===== config.mk =====
export PLATFORM = sky130hd
export DESIGN_NAME = sptf_state_mem
export DESIGN_NICKNAME = d
export VERILOG_FILES = /design/src/rtl/sptf_pkg.sv /design/src/rtl/sptf_state_mem.sv
export SDC_FILE = /design/constraint.sdc
export NUM_CORES = 1
export LEC_CHECK = 0
export BUFFER_PORTS_ARGS = -buffer_cell sky130_fd_sc_hd__buf_2
export CAP_MARGIN = 0
export CORE_MARGIN = 4
export CORE_UTILIZATION = 39
export DETAILED_ROUTE_END_ITERATION = 10
export SLEW_MARGIN = 40
export SYNTH_ARGS = -nofsm -noshare
export SYNTH_HDL_FRONTEND = slang
export SYNTH_SLANG_ARGS = --single-unit

===== constraint.sdc =====
create_clock -name clk -period 20 [get_ports clk]
set_input_delay 2 -clock clk [delete_from_list [all_inputs] [get_ports clk]]
set_output_delay 2 -clock clk [all_outputs]
set_load 0.01 [all_outputs]

===== src/rtl/sptf_pkg.sv =====
`timescale 1ns / 1ps
`default_nettype none
package sptf_pkg;

  localparam int unsigned SPINDLES_DEF = 8;

  localparam logic [2:0] CFG_CYCLE_TIME   = 3'd0;
  localparam logic [2:0] CFG_HALF_CT_SQ   = 3'd1;
  localparam logic [2:0] CFG_GAIN_POS     = 3'd2;
  localparam logic [2:0] CFG_GAIN_SPD     = 3'd3;
  localparam logic [2:0] CFG_GAIN_ACC     = 3'd4;
  localparam logic [2:0] CFG_JUMP_LIMIT   = 3'd5;
  localparam logic [2:0] CFG_STEADY_RATIO = 3'd6;
  localparam logic [2:0] CFG_IN_USE       = 3'd7;

  localparam logic [63:0] S64_MAX = 64'h7FFF_FFFF_FFFF_FFFF;
  localparam logic [63:0] S64_MIN = 64'h8000_0000_0000_0000;

  typedef struct packed {
    logic [31:0] cycle_time;
    logic [31:0] half_ct_sq;
    logic [31:0] gain_pos;
    logic [47:0] gain_spd;
    logic [47:0] gain_acc;
    logic [31:0] jump_limit;
    logic [31:0] steady_ratio;
    logic [3:0]  in_use;
  } cfg_t;

  // Per-spindle record kept in the state memory.
  typedef struct packed {
    logic [63:0] pos;
    logic [47:0] vel;
    logic [55:0] acc;
    logic [15:0] steady;
  } rec_t;

  function automatic logic [63:0] mag64(input logic [63:0] v);
    mag64 = v[63] ? (64'd0 - v) : v;
  endfunction

  // Saturating signed 64-bit add.
  function automatic logic [63:0] sat_add64(input logic [63:0] a, input logic [63:0] b);
    logic [64:0] s;
    s = {a[63], a} + {b[63], b};
    if (s[64] != s[63]) begin
      sat_add64 = s[64] ? S64_MIN : S64_MAX;
    end else begin
      sat_add64 = s[63:0];
    end
  endfunction

  // Clamp a signed 66-bit value to a signed width of w bits, sign-extended to 64.
  function automatic logic [63:0] clamp66(input logic [65:0] v, input int w);
    logic signed [65:0] sv;
    logic signed [65:0] top;
    sv = $signed(v);
    top = (66'sd1 <<< (w - 1)) - 66'sd1;
    if (sv > top) begin
      clamp66 = top[63:0];
    end else if (sv < -top - 66'sd1) begin
      clamp66 = 64'(-top - 66'sd1);
    end else begin
      clamp66 = sv[63:0];
    end
  endfunction

endpackage
`default_nettype wire


===== src/rtl/sptf_state_mem.sv =====
`timescale 1ns / 1ps
`default_nettype none
module sptf_state_mem #(
  parameter int unsigned SPINDLES = sptf_pkg::SPINDLES_DEF,
  parameter int unsigned AW = (SPINDLES > 1) ? $clog2(SPINDLES) : 1
) (
  input  wire logic          clk,
  input  wire logic [AW-1:0] rd_addr,
  output sptf_pkg::rec_t     rd_data,
  input  wire logic          wr_en,
  input  wire logic [AW-1:0] wr_addr,
  input  wire sptf_pkg::rec_t wr_data
);
  sptf_pkg::rec_t mem [SPINDLES];

  always_ff @(posedge clk) begin
    if (wr_en) begin
      mem[wr_addr] <= wr_data;
    end
    rd_data <= mem[rd_addr];
  end
endmodule
`default_nettype wire


After elaboration in Yosys (flattened, before gate mapping)
Memory sizes are Yosys's and may differ from the RTL's. A register that Yosys moved wholly into a read port is not among the register bits.
Cells that the tools add are included.
Word-level totals
  register bits after elaboration: 0
  latch bits: 0
  RAM bits: 1472
  memory bits (read-only): 0
  output and inout bits: 184
  logic and storage cells: 3
  memories kept: 1
Cells by class
  $add $sub $neg: 0
  multipliers: 0
  div/mod/pow operators: 0
  $lt $le $gt $ge: 0
  equal/unequal tests: 0
  shift operators: 0
  mux-type cells: 2
  bitwise operators: 0
  reductions and logical operators: 0
Memories
  mem: depth 8, width 184, read ports 1, clocked after Yosys merged registers in 1, write ports 1, RTL line sptf_state_mem.sv:14  | sptf_pkg::rec_t mem [SPINDLES];
Operators with widths (count)
  $mux W1: 2

Depth between registers and ports, before layout
  depth in word-level cells: 2
  mapped depth: 5

Worst setup path after synthesis
Ideal clock, no wire load.
  path kind: input -> register
  from: in wr_addr[0]
  to: mem mem[0][0] in the netlist's numbering, enable pin
  setup time: 956 ps
  arrival time: 14657 ps
  required time: 19044 ps
  slack: 4387 ps
  stages on the path: 1
  path buffers: 0
  cells stage by stage: nor3_1
RTL lines
  start: declaration: RTL line sptf_state_mem.sv:11  | input wire logic [AW-1:0] wr_addr,
  end: declaration: RTL line sptf_state_mem.sv:14
Straight into the memory's write port.

==> impl_results.md <==
* WL met3 at 9140 um
* XOR/XNOR share of the synthesized area at 0%
* Clock power share at 41.1%
* 1st-iter DRT viols at 1530
* Post-synth top area share at 74.9%
* Reg-to-reg critical path endpoint: rd_data[133]$_DFF_P_
* Vias in the first global route at 27500
* Post-DR vias/cell at 5.08
* FMAX at 192 MHz
* Warnings, synthesis at 0
* Met2 Routed Length at 63900 um
* Clk slew on worst S/H paths at 60 ps
* Worst-case clock buffer depth at 3
* Area grow syn2layout at 17.2%
* Total wire length at 126000 um
* Final slew viol count at 0
* Die Width at 397 um
* Fillers at 12300
* Tcrit/Tclk final at 26.0%
* Number of remaining DRC errors at 0
* Max_cap viols at 0
* Post-Syn Area at 0.0590 sq mm
* FF/Latch Area at 0.0479 sq mm
* Seq cells post-synth at 1656
* Core area at 0.150 sq mm
* Unique masters post-synth at 12
* Pwr dens at 106 mW/mm^2
* Int Power at 5.82 mW
* Multi-input gate area at 0.0105 sq mm
* Post-synthesis sequential area ratio at 81.2%
* First-pass GRT wire length at 184000 um
* Num ports at 376
* Total clock sinks at 1656
* DRT Pass-1 Iters at 5
* Drt wl/cell at 25.2 um
* Final antenna-violating net count at 0
* Fin crit period at 5200 ps
* Top cells by area, synth: edfxtp_1 (75%), mux4_2 (14%), dfxtp_1 (6.2%)
* Avg Cell Area, Syn at 25.4 sq um
* Htree depth at 4
* Syn_nets at 2515
* PortBufs at 375
* Largest family of logic cells by synthesized area: multiplexers
* Commonest non-fill, non-tap cell in the layout: edfxtp_1
* Req. time, crit path at 20640 ps
* Metal-1 WL at 50000 um
* Setup Crit Path Kind: in2reg
* Crit start category: input port
* Comb pwr share at 5.2%
* Tot GR Track Use at 16.0%
* Post-synthesis mux area share at 17.6%
* Cts hold-fix bufs at 0
* Setup crit start: rd_addr[0]
* Fraction of layout cells with a size suffix above 1 at 41.7%
* Post-DP HPWL at 69400 um
* CTS tree: yes
* Pleak at 22.6 nW
* Cts repair resizes at 0
* CTS root buffer: clkbuf_16
* Largest net degree at the start of global routing at 97
* Status: finished, final reports clean
* Synth Area in Compound Gates at 0%
* CP Capture Type: register
* Total setup buffers inserted after CTS at 0
* Register share of total power at 53.7%
* GPL Wtd Cong at 0.697
* Slew HR at 42.4%
* Synth Instances at 2323
* Reg2reg start: mem[4][133]$_DFFE_PP_
* Most frequent cells in the layout: edfxtp_1 (1472), buf_2 (372), mux4_2 (368)
* Area leader, netlist: edfxtp_1
* Nets@finish at 3014
* Minimum hold slack at 648 ps
* RSZ-0062 raised after global routing: false
* Sw frac at 20.9%
* Global route overflow at 0
* Hold depth at 2
* Final setup viols at 0
* R2R depth at 2
* Die area at 0.158 sq mm
* Initial Util at 39.3%
* Vert. Die Dim at 397 um
* Crit path DAT at 5830 ps
* Worst slew pin tran at 864 ps
* Highest routed layer: met5
* Cts bufs inserted at 168
* Initial antenna violation count at 47
* Final hold viol count at 0
* Area share of fa/ha/maj cells after synthesis at 0%
* Critical-path maximum fanout at 51
* Worst VDD drop at 0.0000782 V
* DR vias at 25400
* Simple-Gate Fraction of Synth Area at 0.0997%
* Hold Path End: rd_data[179]$_DFF_P_
* Hold Startpoint: mem[6][179]$_DFFE_PP_
* Row cnt at 142
* Setup TNS at 0 ps
* Flop2flop setup slack at 18690 ps
* Worst-Skew Late Latency at 790 ps
* Skew final at 37.4 ps
* Switching power summed over all nets at 1.54 mW
* Worst hold path type: reg2reg
stage by stage:
step / total power, mW / util (%) / worst slack (ps) / cells / cell area (sq um)
floorplan: 4.25 / - / 4390 / 2323 / 59000
global placement: 4.39 / 42.1 / 12720 / 4655 / 63100
detailed placement: 4.42 / 42.3 / 13820 / 4667 / 63500
finish: 7.36 / 46.0 / 14800 / 5003 / 69100
global route: 7.65 / 46.0 / 14380 / 4986 / 69100
CTS: 7.47 / 46.0 / 14670 / 4981 / 69000
metal layers:
metal / track usage, % / vias to the layer above
met4: 4.72 / 28
met5: 0 / -
li1: - / 10900
met3: 4.69 / 237
met2: 27.2 / 670
met1: 19.9 / 13600
kinds of logic after synthesis:
logic type,after synthesis
buf+inv,102
flops,1656
simple gates,13
mux,552
worst max path at each step:
stage,to,slack [ps],cells after the start
floorplan,mem[0][0]$_DFFE_PP_,4390,1
CTS,rd_data[80]$_DFF_P_,14670,7
global placement,rd_data[69]$_DFF_P_,12720,7
detailed placement,rd_data[80]$_DFF_P_,13820,7
global route,rd_data[67]$_DFF_P_,14380,8
finish,rd_data[77]$_DFF_P_,14800,8
sequential cells by signal, indices dropped and copies added, names as in the netlist:
register and flops:
rd_data 184, mem 1472
synth_stat cells, drive strengths merged:
master	instances
buf	74
nor2	6
nand2	2
mux2	184
mux4	368
dfxtp	184
nand2b	3
edfxtp	1472
nor3	2
clkbuf	28
critical path, stage by stage:
cell and delay, ps:
buf_8 390, buf_6 400, buf_16 280, buf_6 570, buf_4 540, clkbuf_8 660, mux4_2 590, mux2_2 280
final cells by class:
type | count | area share (%)
Multi-Input combinational cell | 565 | 15.2
Timing Repair Buffer | 431 | 3.91
Sequential cell | 1656 | 69.3
Tap cell | 2016 | 3.65
Clock inverter | 73 | 1.06
Clock buffer | 241 | 6.87
Antenna cell | 21 | 0.0760
power groups by stage:
stage / clock network [mW] / registers (mW) / logic (mW)
6_report: 3.03 / 3.95 / 0.380
5_1_grt: 3.28 / 3.96 / 0.412
4_1_cts: 3.12 / 3.96 / 0.392
3_5_place_dp: 0 / 4.03 / 0.390
3_3_place_gp: 0 / 4.02 / 0.376
2_1_floorplan: 0 / 4.05 / 0.204
Power figures use the tool's default switching activity.
