===== src/rtl/sptf_pkg.sv =====
`timescale 1ns / 1ps
`default_nettype none
package sptf_pkg;

  localparam int unsigned SPINDLES_DEF = 8;

  localparam logic [2:0] CFG_CYCLE_TIME   = 3'd0;
  localparam logic [2:0] CFG_HALF_CT_SQ   = 3'd1;
  localparam logic [2:0] CFG_GAIN_POS     = 3'd2;
  localparam logic [2:0] CFG_GAIN_SPD     = 3'd3;
  localparam logic [2:0] CFG_GAIN_ACC     = 3'd4;
  localparam logic [2:0] CFG_JUMP_LIMIT   = 3'd5;
  localparam logic [2:0] CFG_STEADY_RATIO = 3'd6;
  localparam logic [2:0] CFG_IN_USE       = 3'd7;

  localparam logic [63:0] S64_MAX = 64'h7FFF_FFFF_FFFF_FFFF;
  localparam logic [63:0] S64_MIN = 64'h8000_0000_0000_0000;

  typedef struct packed {
    logic [31:0] cycle_time;
    logic [31:0] half_ct_sq;
    logic [31:0] gain_pos;
    logic [47:0] gain_spd;
    logic [47:0] gain_acc;
    logic [31:0] jump_limit;
    logic [31:0] steady_ratio;
    logic [3:0]  in_use;
  } cfg_t;

  // Per-spindle record kept in the state memory.
  typedef struct packed {
    logic [63:0] pos;
    logic [47:0] vel;
    logic [55:0] acc;
    logic [15:0] steady;
  } rec_t;

  function automatic logic [63:0] mag64(input logic [63:0] v);
    mag64 = v[63] ? (64'd0 - v) : v;
  endfunction

  // Saturating signed 64-bit add.
  function automatic logic [63:0] sat_add64(input logic [63:0] a, input logic [63:0] b);
    logic [64:0] s;
    s = {a[63], a} + {b[63], b};
    if (s[64] != s[63]) begin
      sat_add64 = s[64] ? S64_MIN : S64_MAX;
    end else begin
      sat_add64 = s[63:0];
    end
  endfunction

  // Clamp a signed 66-bit value to a signed width of w bits, sign-extended to 64.
  function automatic logic [63:0] clamp66(input logic [65:0] v, input int w);
    logic signed [65:0] sv;
    logic signed [65:0] top;
    sv = $signed(v);
    top = (66'sd1 <<< (w - 1)) - 66'sd1;
    if (sv > top) begin
      clamp66 = top[63:0];
    end else if (sv < -top - 66'sd1) begin
      clamp66 = 64'(-top - 66'sd1);
    end else begin
      clamp66 = sv[63:0];
    end
  endfunction

endpackage
`default_nettype wire


===== src/rtl/sptf_mul.sv =====
`timescale 1ns / 1ps
`default_nettype none
// Sequential signed-by-unsigned Q32 multiplier: |a| * b built from
// 32x32 partial products, one per cycle, then rounded and saturated.
module sptf_mul (
  input  wire logic        clk,
  input  wire logic        rst_n,
  input  wire logic        start,
  input  wire logic [63:0] a,
  input  wire logic [47:0] b,
  output logic             done,
  output logic [63:0]      prod,
  output logic [127:0]     raw
);
  logic [63:0]  ma_r;
  logic [47:0]  b_r;
  logic         neg_r;
  logic [2:0]   step_r;
  logic         busy_r;
  logic [127:0] acc_r;
  logic [63:0]  pp;
  logic [127:0] acc_nxt;
  logic [31:0]  aw;
  logic [31:0]  bw;
  logic [6:0]   sh;
  logic [127:0] rnd;
  logic [63:0]  m;

  always_comb begin
    aw = step_r[0] ? ma_r[63:32] : ma_r[31:0];
    bw = step_r[1] ? {16'd0, b_r[47:32]} : b_r[31:0];
    pp = 64'(aw) * 64'(bw);
    sh = {{1'b0, step_r[0]} + {1'b0, step_r[1]}, 5'd0};
    acc_nxt = acc_r + (128'(pp) << sh);
  end

  always_ff @(posedge clk) begin
    if (!rst_n) begin
      busy_r <= 1'b0;
      done   <= 1'b0;
      step_r <= 3'd0;
    end else begin
      done <= 1'b0;
      if (start) begin
        busy_r <= 1'b1;
        step_r <= 3'd0;
        ma_r   <= sptf_pkg::mag64(a);
        neg_r  <= a[63];
        b_r    <= b;
        acc_r  <= '0;
      end else if (busy_r) begin
        acc_r  <= acc_nxt;
        step_r <= step_r + 3'd1;
        if (step_r == 3'd3) begin
          busy_r <= 1'b0;
          done   <= 1'b1;
        end
      end
    end
  end

  always_comb begin
    raw = acc_r;
    rnd = acc_r + 128'h8000_0000;
    if (rnd[127:96] != 32'd0) begin
      m = 64'hFFFF_FFFF_FFFF_FFFF;
    end else begin
      m = rnd[95:32];
    end
    if (neg_r) begin
      prod = m[63] ? sptf_pkg::S64_MIN : (64'd0 - m);
    end else begin
      prod = m[63] ? sptf_pkg::S64_MAX : m;
    end
  end
endmodule
`default_nettype wire


===== config.mk =====
export PLATFORM = sky130hd
export DESIGN_NAME = sptf_mul
export DESIGN_NICKNAME = d
export VERILOG_FILES = /design/src/rtl/sptf_pkg.sv /design/src/rtl/sptf_mul.sv
export SDC_FILE = /design/constraint.sdc
export NUM_CORES = 2
export LEC_CHECK = 0
export ABC_AREA = 1
export BUFFER_PORTS_ARGS = -buffer_cell sky130_fd_sc_hd__clkbuf_2
export CAP_MARGIN = 20
export CORE_MARGIN = 4
export CORE_UTILIZATION = 54
export CTS_BUF_LIST = sky130_fd_sc_hd__clkbuf_8
export CTS_CLUSTER_SIZE = 30
export DETAILED_ROUTE_END_ITERATION = 10
export PLACE_DENSITY = 0.8
export SLEW_MARGIN = 20
export SYNTH_ARGS = -nofsm -noshare
export SYNTH_HDL_FRONTEND = slang
export SYNTH_SLANG_ARGS = --single-unit

===== constraint.sdc =====
create_clock -name clk -period 12.72 [get_ports clk]
set_input_delay 1.272 -clock clk [delete_from_list [all_inputs] [get_ports clk]]
set_output_delay 1.272 -clock clk [all_outputs]
set_load 0.005 [all_outputs]

# After elaboration in Yosys (flattened, before gate mapping)
# Cells that the tools add are included.
# op_classes
add_sub_neg,6
multipliers,1
n_eq_ne,1
n_shift,1
n_mux,12
bitwise,2
n_reduce_logical,6
# ops
op,n
two-way mux 64 bit,3
adder 128 bit,1
"adder 128 x 32 -> 128 bit, second input constant",1
two-way mux 128 bit,1
<< shifter 64 x 7 -> 128 bit,1
"subtractor 1 x 64 -> 64 bit, first input constant",2
two-way mux 63 bit,2
multiplier 32 x 32 -> 64 bit,1
two-way mux 32 bit,2
nonzero test 32 bit,1
two-way mux 1 bit,4
AND reduction 2 bit,2
"adder 3 x 1 -> 3 bit, second input constant",1
"== test 3 x 2 -> 1 bit, second input constant",1
OR reduction 3 bit,1
adder 1 x 1 -> 2 bit,1
inverter 1 bit,2
nonzero test 2 bit,1
OR reduction 2 bit,1
# totals
reg_bits,246
in_bits,115
output_inout_bits,193
word_cells,37

# Logic depth before layout (Yosys ltp)
# depth
depth_word,6
depth_mapped,59
mapped_depth_nobuf,56

# Least setup slack after synthesis
# OpenSTA, ideal clock, no wires.
# synth_path
path_kind,reg2reg
from,register step_r[1]
to,"register acc_r[108], in the netlist raw[108], data pin"
setup_time_ps,253
arrival_ps,9842
slack_ps,2625
path_stages_with_launch,51
n_path_buf,3
period_less_slack_ps,10095
cell_sequence,dfxtp_1 > clkbuf_1 > inv_1 > clkbuf_1 > or2_2 > o21ai_1 > clkbuf_1 > nor2_1 > fa_1 > fa_1 > fa_1 > inv_1 > fa_1 > inv_1 > fa_1 > fa_1 > fa_1 > inv_1 > [... 15 more ...] > o21ai_0 > nor2_1 > ha_1 > nand2_1 > nor2_1 > inv_1 > nor2_1 > inv_1 > o21ai_0 > a21oi_1 > o21ai_0 > a21oi_1 > o21ai_0 > nand2_1 > nand2_1 > nand2_1 > nand2_1 > nor2_1
# synth_between
elab_chain_cells,5
elab_cells_between_ends,6
cone_classes,add/sub: 2; mul: 1; shift: 1; mux: 2
# synth_lines
element,line_no,rtl
start: declaration,sptf_mul.sv:18,logic [2:0] step_r;
start signal: assignment,sptf_mul.sv:53,step_r <= step_r + 3'd1;
two-way mux 32 bit,sptf_mul.sv:31,"bw = step_r[1] ? {16'd0, b_r[47:32]} : b_r[31:0];"
multiplier 32 x 32 -> 64 bit,sptf_mul.sv:32,pp = 64'(aw) * 64'(bw);
<< shifter 64 x 7 -> 128 bit (*),sptf_mul.sv:34,acc_nxt = acc_r + (128'(pp) << sh);
adder 128 bit (*),sptf_mul.sv:34,
two-way mux 128 bit (*),sptf_mul.sv:51,end else if (busy_r) begin
end signal: assignment,sptf_mul.sv:52,acc_r <= acc_nxt;
end: declaration,sptf_mul.sv:20,logic [127:0] acc_r;
# Mark *: on every way between the ends. The rest lies on a longest branch, timed or not. The select of a mux whose other input is x is not followed.
# A chain may end at the register's enable or synchronous reset.

# Worst setup path in the final report
# layout_path
from,register step_r[1]
to,"register acc_r[124], in the netlist raw[124], data pin"
# The elaborated chain is that of the path after synthesis.

==> flow_results.org <==
** Clock tree
- Number of H-tree branching levels :: 2
- Clock latency on the worst-skew pair :: roughly 0.75 ns
- The tree built by TritonCTS fans out to 246 sinks.
- Clock-pin slew was measured on the worst setup and hold paths at about 0.060 ns.
- CTS Root Buffer Type :: sky130_fd_sc_hd__clkbuf_8
- Number of buffers on the longest clock path :: 3
- TritonCTS created 48 clock buffers.
- TritonCTS built the clock tree.
- Setup bufs post-CTS :: 0

** Drt
- Total number of vias :: slightly above 60000
- After the first detailed-routing iteration, the DRC count stood at 7496.
- The first TritonRoute pass finished after 7 iterations.
- The count of nets left with antenna violations once routing finished came out at 0.
- After detailed routing, the number of remaining DRC violations is 0.
- Drt wl/cell :: between 20 and 30 um
- Final wirelength :: 267 mm
- Routed vias/inst :: 5.88

** Synthesis
- During synthesis, Yosys emitted a total of 0 warnings.
- Xor and xnor area share after synthesis :: 3.07%
- The number of nets in the synthesized netlist is 9908.
- Proportion of netlist area held by the largest area contributor :: 29.7%
- Summing the areas of all fa, ha and maj instances in the mapped netlist gives 37.9% of the synthesized area.
- Post-Synthesis Cells :: 8501
- Synth area leader :: sky130_fd_sc_hd__fa_1
- By count the netlist is led by sky130_fd_sc_hd__inv_1, sky130_fd_sc_hd__nand2_1, sky130_fd_sc_hd__nor2_1, sky130_fd_sc_hd__fa_1, sky130_fd_sc_hd__a21oi_1.
- Portion of netlist area occupied by mux cells :: less than 1%
- In this run, synthesis inferred around 240 flip-flops with an integrated enable.
- By area, the combinational part of the netlist is dominated by adder cells.
- Largest cells by area after synthesis :: sky130_fd_sc_hd__fa_1, sky130_fd_sc_hd__edfxtp_1, sky130_fd_sc_hd__inv_1
- Fraction of registers with async set/reset :: 0%
- Share of the synthesized area in compound gates (AO/OA/AOI/OAI) :: 10.3%
- The share of the Yosys chip area taken by registers is 12.1%.
- The synthesized design contains roughly 250 register bits.
- Number of distinct library cell variants in the gate-level netlist after synthesis :: 55
- Fraction of the mapped netlist area in simple logic gates :: between 20% and 30%
- Leading cell type by number of instances after synthesis :: sky130_fd_sc_hd__inv_1
- For this run, the leading register cell type out of synthesis is sky130_fd_sc_hd__edfxtp_1.
- The mapped netlist covers 0.0605 mm2.
- Each instance of the synthesized netlist takes up on average 7.11 um2.

** STA
- The hold violation count in the final report came to 0.
- Setup repair after global routing could not meet its margin everywhere.
- Worst slew margin relative to its limit :: 12.2%
- At the pin with the least slew margin, the transition time is 1.30 ns.
- The final critical path takes up 97.4% of the cycle.
- The number of max-slew violations in the final report came to 0.
- Setup violations remaining at the end of the flow were counted as 0.
- Based on the critical path, the design can be clocked at up to ~0.081 GHz.
- Final hold slack :: ~0.52 ns
- Time the final worst path needs with I/O delays and setup :: 12.38 ns
- Clock skew after layout :: 0.0747 ns

** Floorplan
- Die span in y :: approximately 340 um
- I/O Pins :: 308
- From left edge to right edge, the die measures 343 um.
- FP Rows :: 122
- After floorplanning, the core was sized to cover between 0.1 and 0.15 mm2.
- The initial utilization of the core area, before any placement, comes to between 50% and 60%.
- Die area :: 0.117 mm2

** Place
- Hpwl dp :: 226 mm
- The congestion estimate from routability-driven global placement came to 1.15.
- Buffers on Ports :: 307
- Including well taps, the total number of placed cells is 10400.

** Global routing
- Largest net degree at the start of global routing :: 74
- Antenna violations before repair :: 7
- Global-route wire length before repair :: 393 mm
- Remaining global-route overflow :: 0
- Via count of the first global-routing pass :: 61800
- Across every metal layer, demand over resource in global routing totals between 40 and 50%.

** Critical path
- Endpoint kind of the worst setup timing path :: register
- Count of buffer and inverter cells on the critical path :: 11
- STA classifies the critical path startpoint as a register.
- STA puts the critical path data required time at roughly 13 ns.
- Worst path arrival time :: 12.86 ns
- Setup Crit Path Kind :: register to register
- On the critical path, the stage with the largest delay is an instance of sky130_fd_sc_hd__o311ai_1.
- In this design, the stage delay of the slowest critical-path cell is 0.80 ns.
- The cell family contributing the most delay on the critical path is adder cells.
- Top fanout value on the critical path :: 23
- In this design, the critical path's most frequently occurring cell is sky130_fd_sc_hd__inv_1.

** Job
- Max-cap violations in this run came to 0.

** Layout
- After the last flow step, the layout net total stands at 10400.
- Once layout is complete, the utilization of the core stands at 60.1%.
- The multi-input combinational cells in the finished layout cover a total of approximately 0.046 mm2.
- Fraction of final layout cells sized beyond drive strength 1 :: approximately a tenth
- FF+latch area :: 0.00734 mm2
- The finished layout holds 10500 standard cells, fillers aside.
- The layout has 10400 filler cells.
- Layout-stage area growth over the synthesis result :: 10.3%

** Hold path
- Hold crit path type :: register to register

** Outcome
- Status :: finished, final reports clean
## logic make-up (layout without fill, tap and decap cells)
family / count (synthesis) / in the layout
compound gates: 1126 / 1126
mux: 3 / 3
xor+xnor: 212 / 212
simple gates: 3585 / 3585
other cells: 0 / 4
flops: 246 / 246
fa+ha+maj: 1292 / 1292
buf+inv: 2037 / 2531
## state kept, by name, indices dropped and copies added (netlist names)
register  count
b_r          48
busy_r        1
done          1
ma_r         64
neg_r         1
raw         128
step_r        3
## routing by layer
layer / up-vias / global-route usage, % / share of wire (%)
li1: 27000 / - / -
met3: 1096 / 10.3 / 11
met1: 29400 / 55.9 / 36
met2: 4148 / 70.3 / 44
met4: 4 / 32.6 / 9.5
met5: - / 0 / 0.010
## metrics by stage
step	instance area, um2	TNS (ns)	worst slack [ns]
floorplan	60500	0	2.62
global placement	65600	0	0.119
detailed placement	65600	0	0.238
CTS	66700	0	0.220
global route	66700	-0.276	-0.150
finish	66700	0	0.336
## tightest hold or removal path: stages (launching register included)
cell                       delay, ns
sky130_fd_sc_hd__dfxtp_1        0.32
sky130_fd_sc_hd__nor2_1         0.09
sky130_fd_sc_hd__a211oi_1       0.06
## cell type report
class / instances / share of cell area [%]
antenna: 4 / 0.0150
timing repair buffer: 631 / 5.99
clock inverter: 41 / 0.621
sequential: 246 / 11.0
multi-input combinational: 6218 / 68.4
clock buffer: 49 / 1.01
inverter: 1810 / 10.2
tap: 1488 / 2.79
## path summary, 6_finish.rpt
kind                            slack [ns]  cells past startpoint                     end                    from
worst max-delay path                  0.34                     41  raw[124]$_SDFFCE_PP0P_  step_r[1]$_SDFFE_PP0P_
worst min-delay path                  0.52                      2  step_r[2]$_SDFFE_PP0P_  step_r[2]$_SDFFE_PP0P_
worst max register to register        0.34                     41  raw[124]$_SDFFCE_PP0P_  step_r[1]$_SDFFE_PP0P_
worst min register to register        0.52                      2  step_r[2]$_SDFFE_PP0P_  step_r[2]$_SDFFE_PP0P_
## cell usage in the layout, fill, tap and decap left out, types with 12 or more instances in the layout
cell type / Yosys / layout
sky130_fd_sc_hd__nor4_1: 29 / 28
sky130_fd_sc_hd__nor2_1: 1546 / 1546
sky130_fd_sc_hd__ha_1: 395 / 394
sky130_fd_sc_hd__or2_2: 25 / 25
sky130_fd_sc_hd__clkinv_1: 31 / 33
sky130_fd_sc_hd__buf_4: 5 / 322
sky130_fd_sc_hd__nand2_1: 1567 / 1566
sky130_fd_sc_hd__o21ai_0: 325 / 308
sky130_fd_sc_hd__o21ai_1: 37 / 21
sky130_fd_sc_hd__xnor2_1: 98 / 98
sky130_fd_sc_hd__nand3_1: 225 / 225
sky130_fd_sc_hd__o21a_1: 66 / 66
sky130_fd_sc_hd__nor3_1: 57 / 57
sky130_fd_sc_hd__nor2_4: 16 / 16
sky130_fd_sc_hd__xor2_1: 114 / 114
sky130_fd_sc_hd__a21oi_1: 499 / 499
sky130_fd_sc_hd__o21ai_2: 1 / 31
sky130_fd_sc_hd__o22ai_1: 14 / 14
sky130_fd_sc_hd__nor2_2: 24 / 24
sky130_fd_sc_hd__nand3b_1: 28 / 28
sky130_fd_sc_hd__clkbuf_2: 0 / 307
sky130_fd_sc_hd__clkinv_2: 0 / 13
sky130_fd_sc_hd__nand4_1: 43 / 43
sky130_fd_sc_hd__a31oi_1: 91 / 91
sky130_fd_sc_hd__a21o_1: 20 / 20
sky130_fd_sc_hd__fa_1: 897 / 897
sky130_fd_sc_hd__a21boi_0: 12 / 12
sky130_fd_sc_hd__edfxtp_1: 241 / 241
sky130_fd_sc_hd__clkbuf_8: 0 / 49
sky130_fd_sc_hd__inv_1: 1774 / 1781
## what timing repair did
| action | 4_1_cts | 5_1_grt |
|---|---|---|
| hold buffers | 0 | 0 |
| endpoints found under the setup margin | 0 | 40 |
| resized for setup | 0 | 7 |
Power is left out: the tool's default activity adds up to more than one toggle a clock period on the data nets, which glitch-free logic cannot reach.
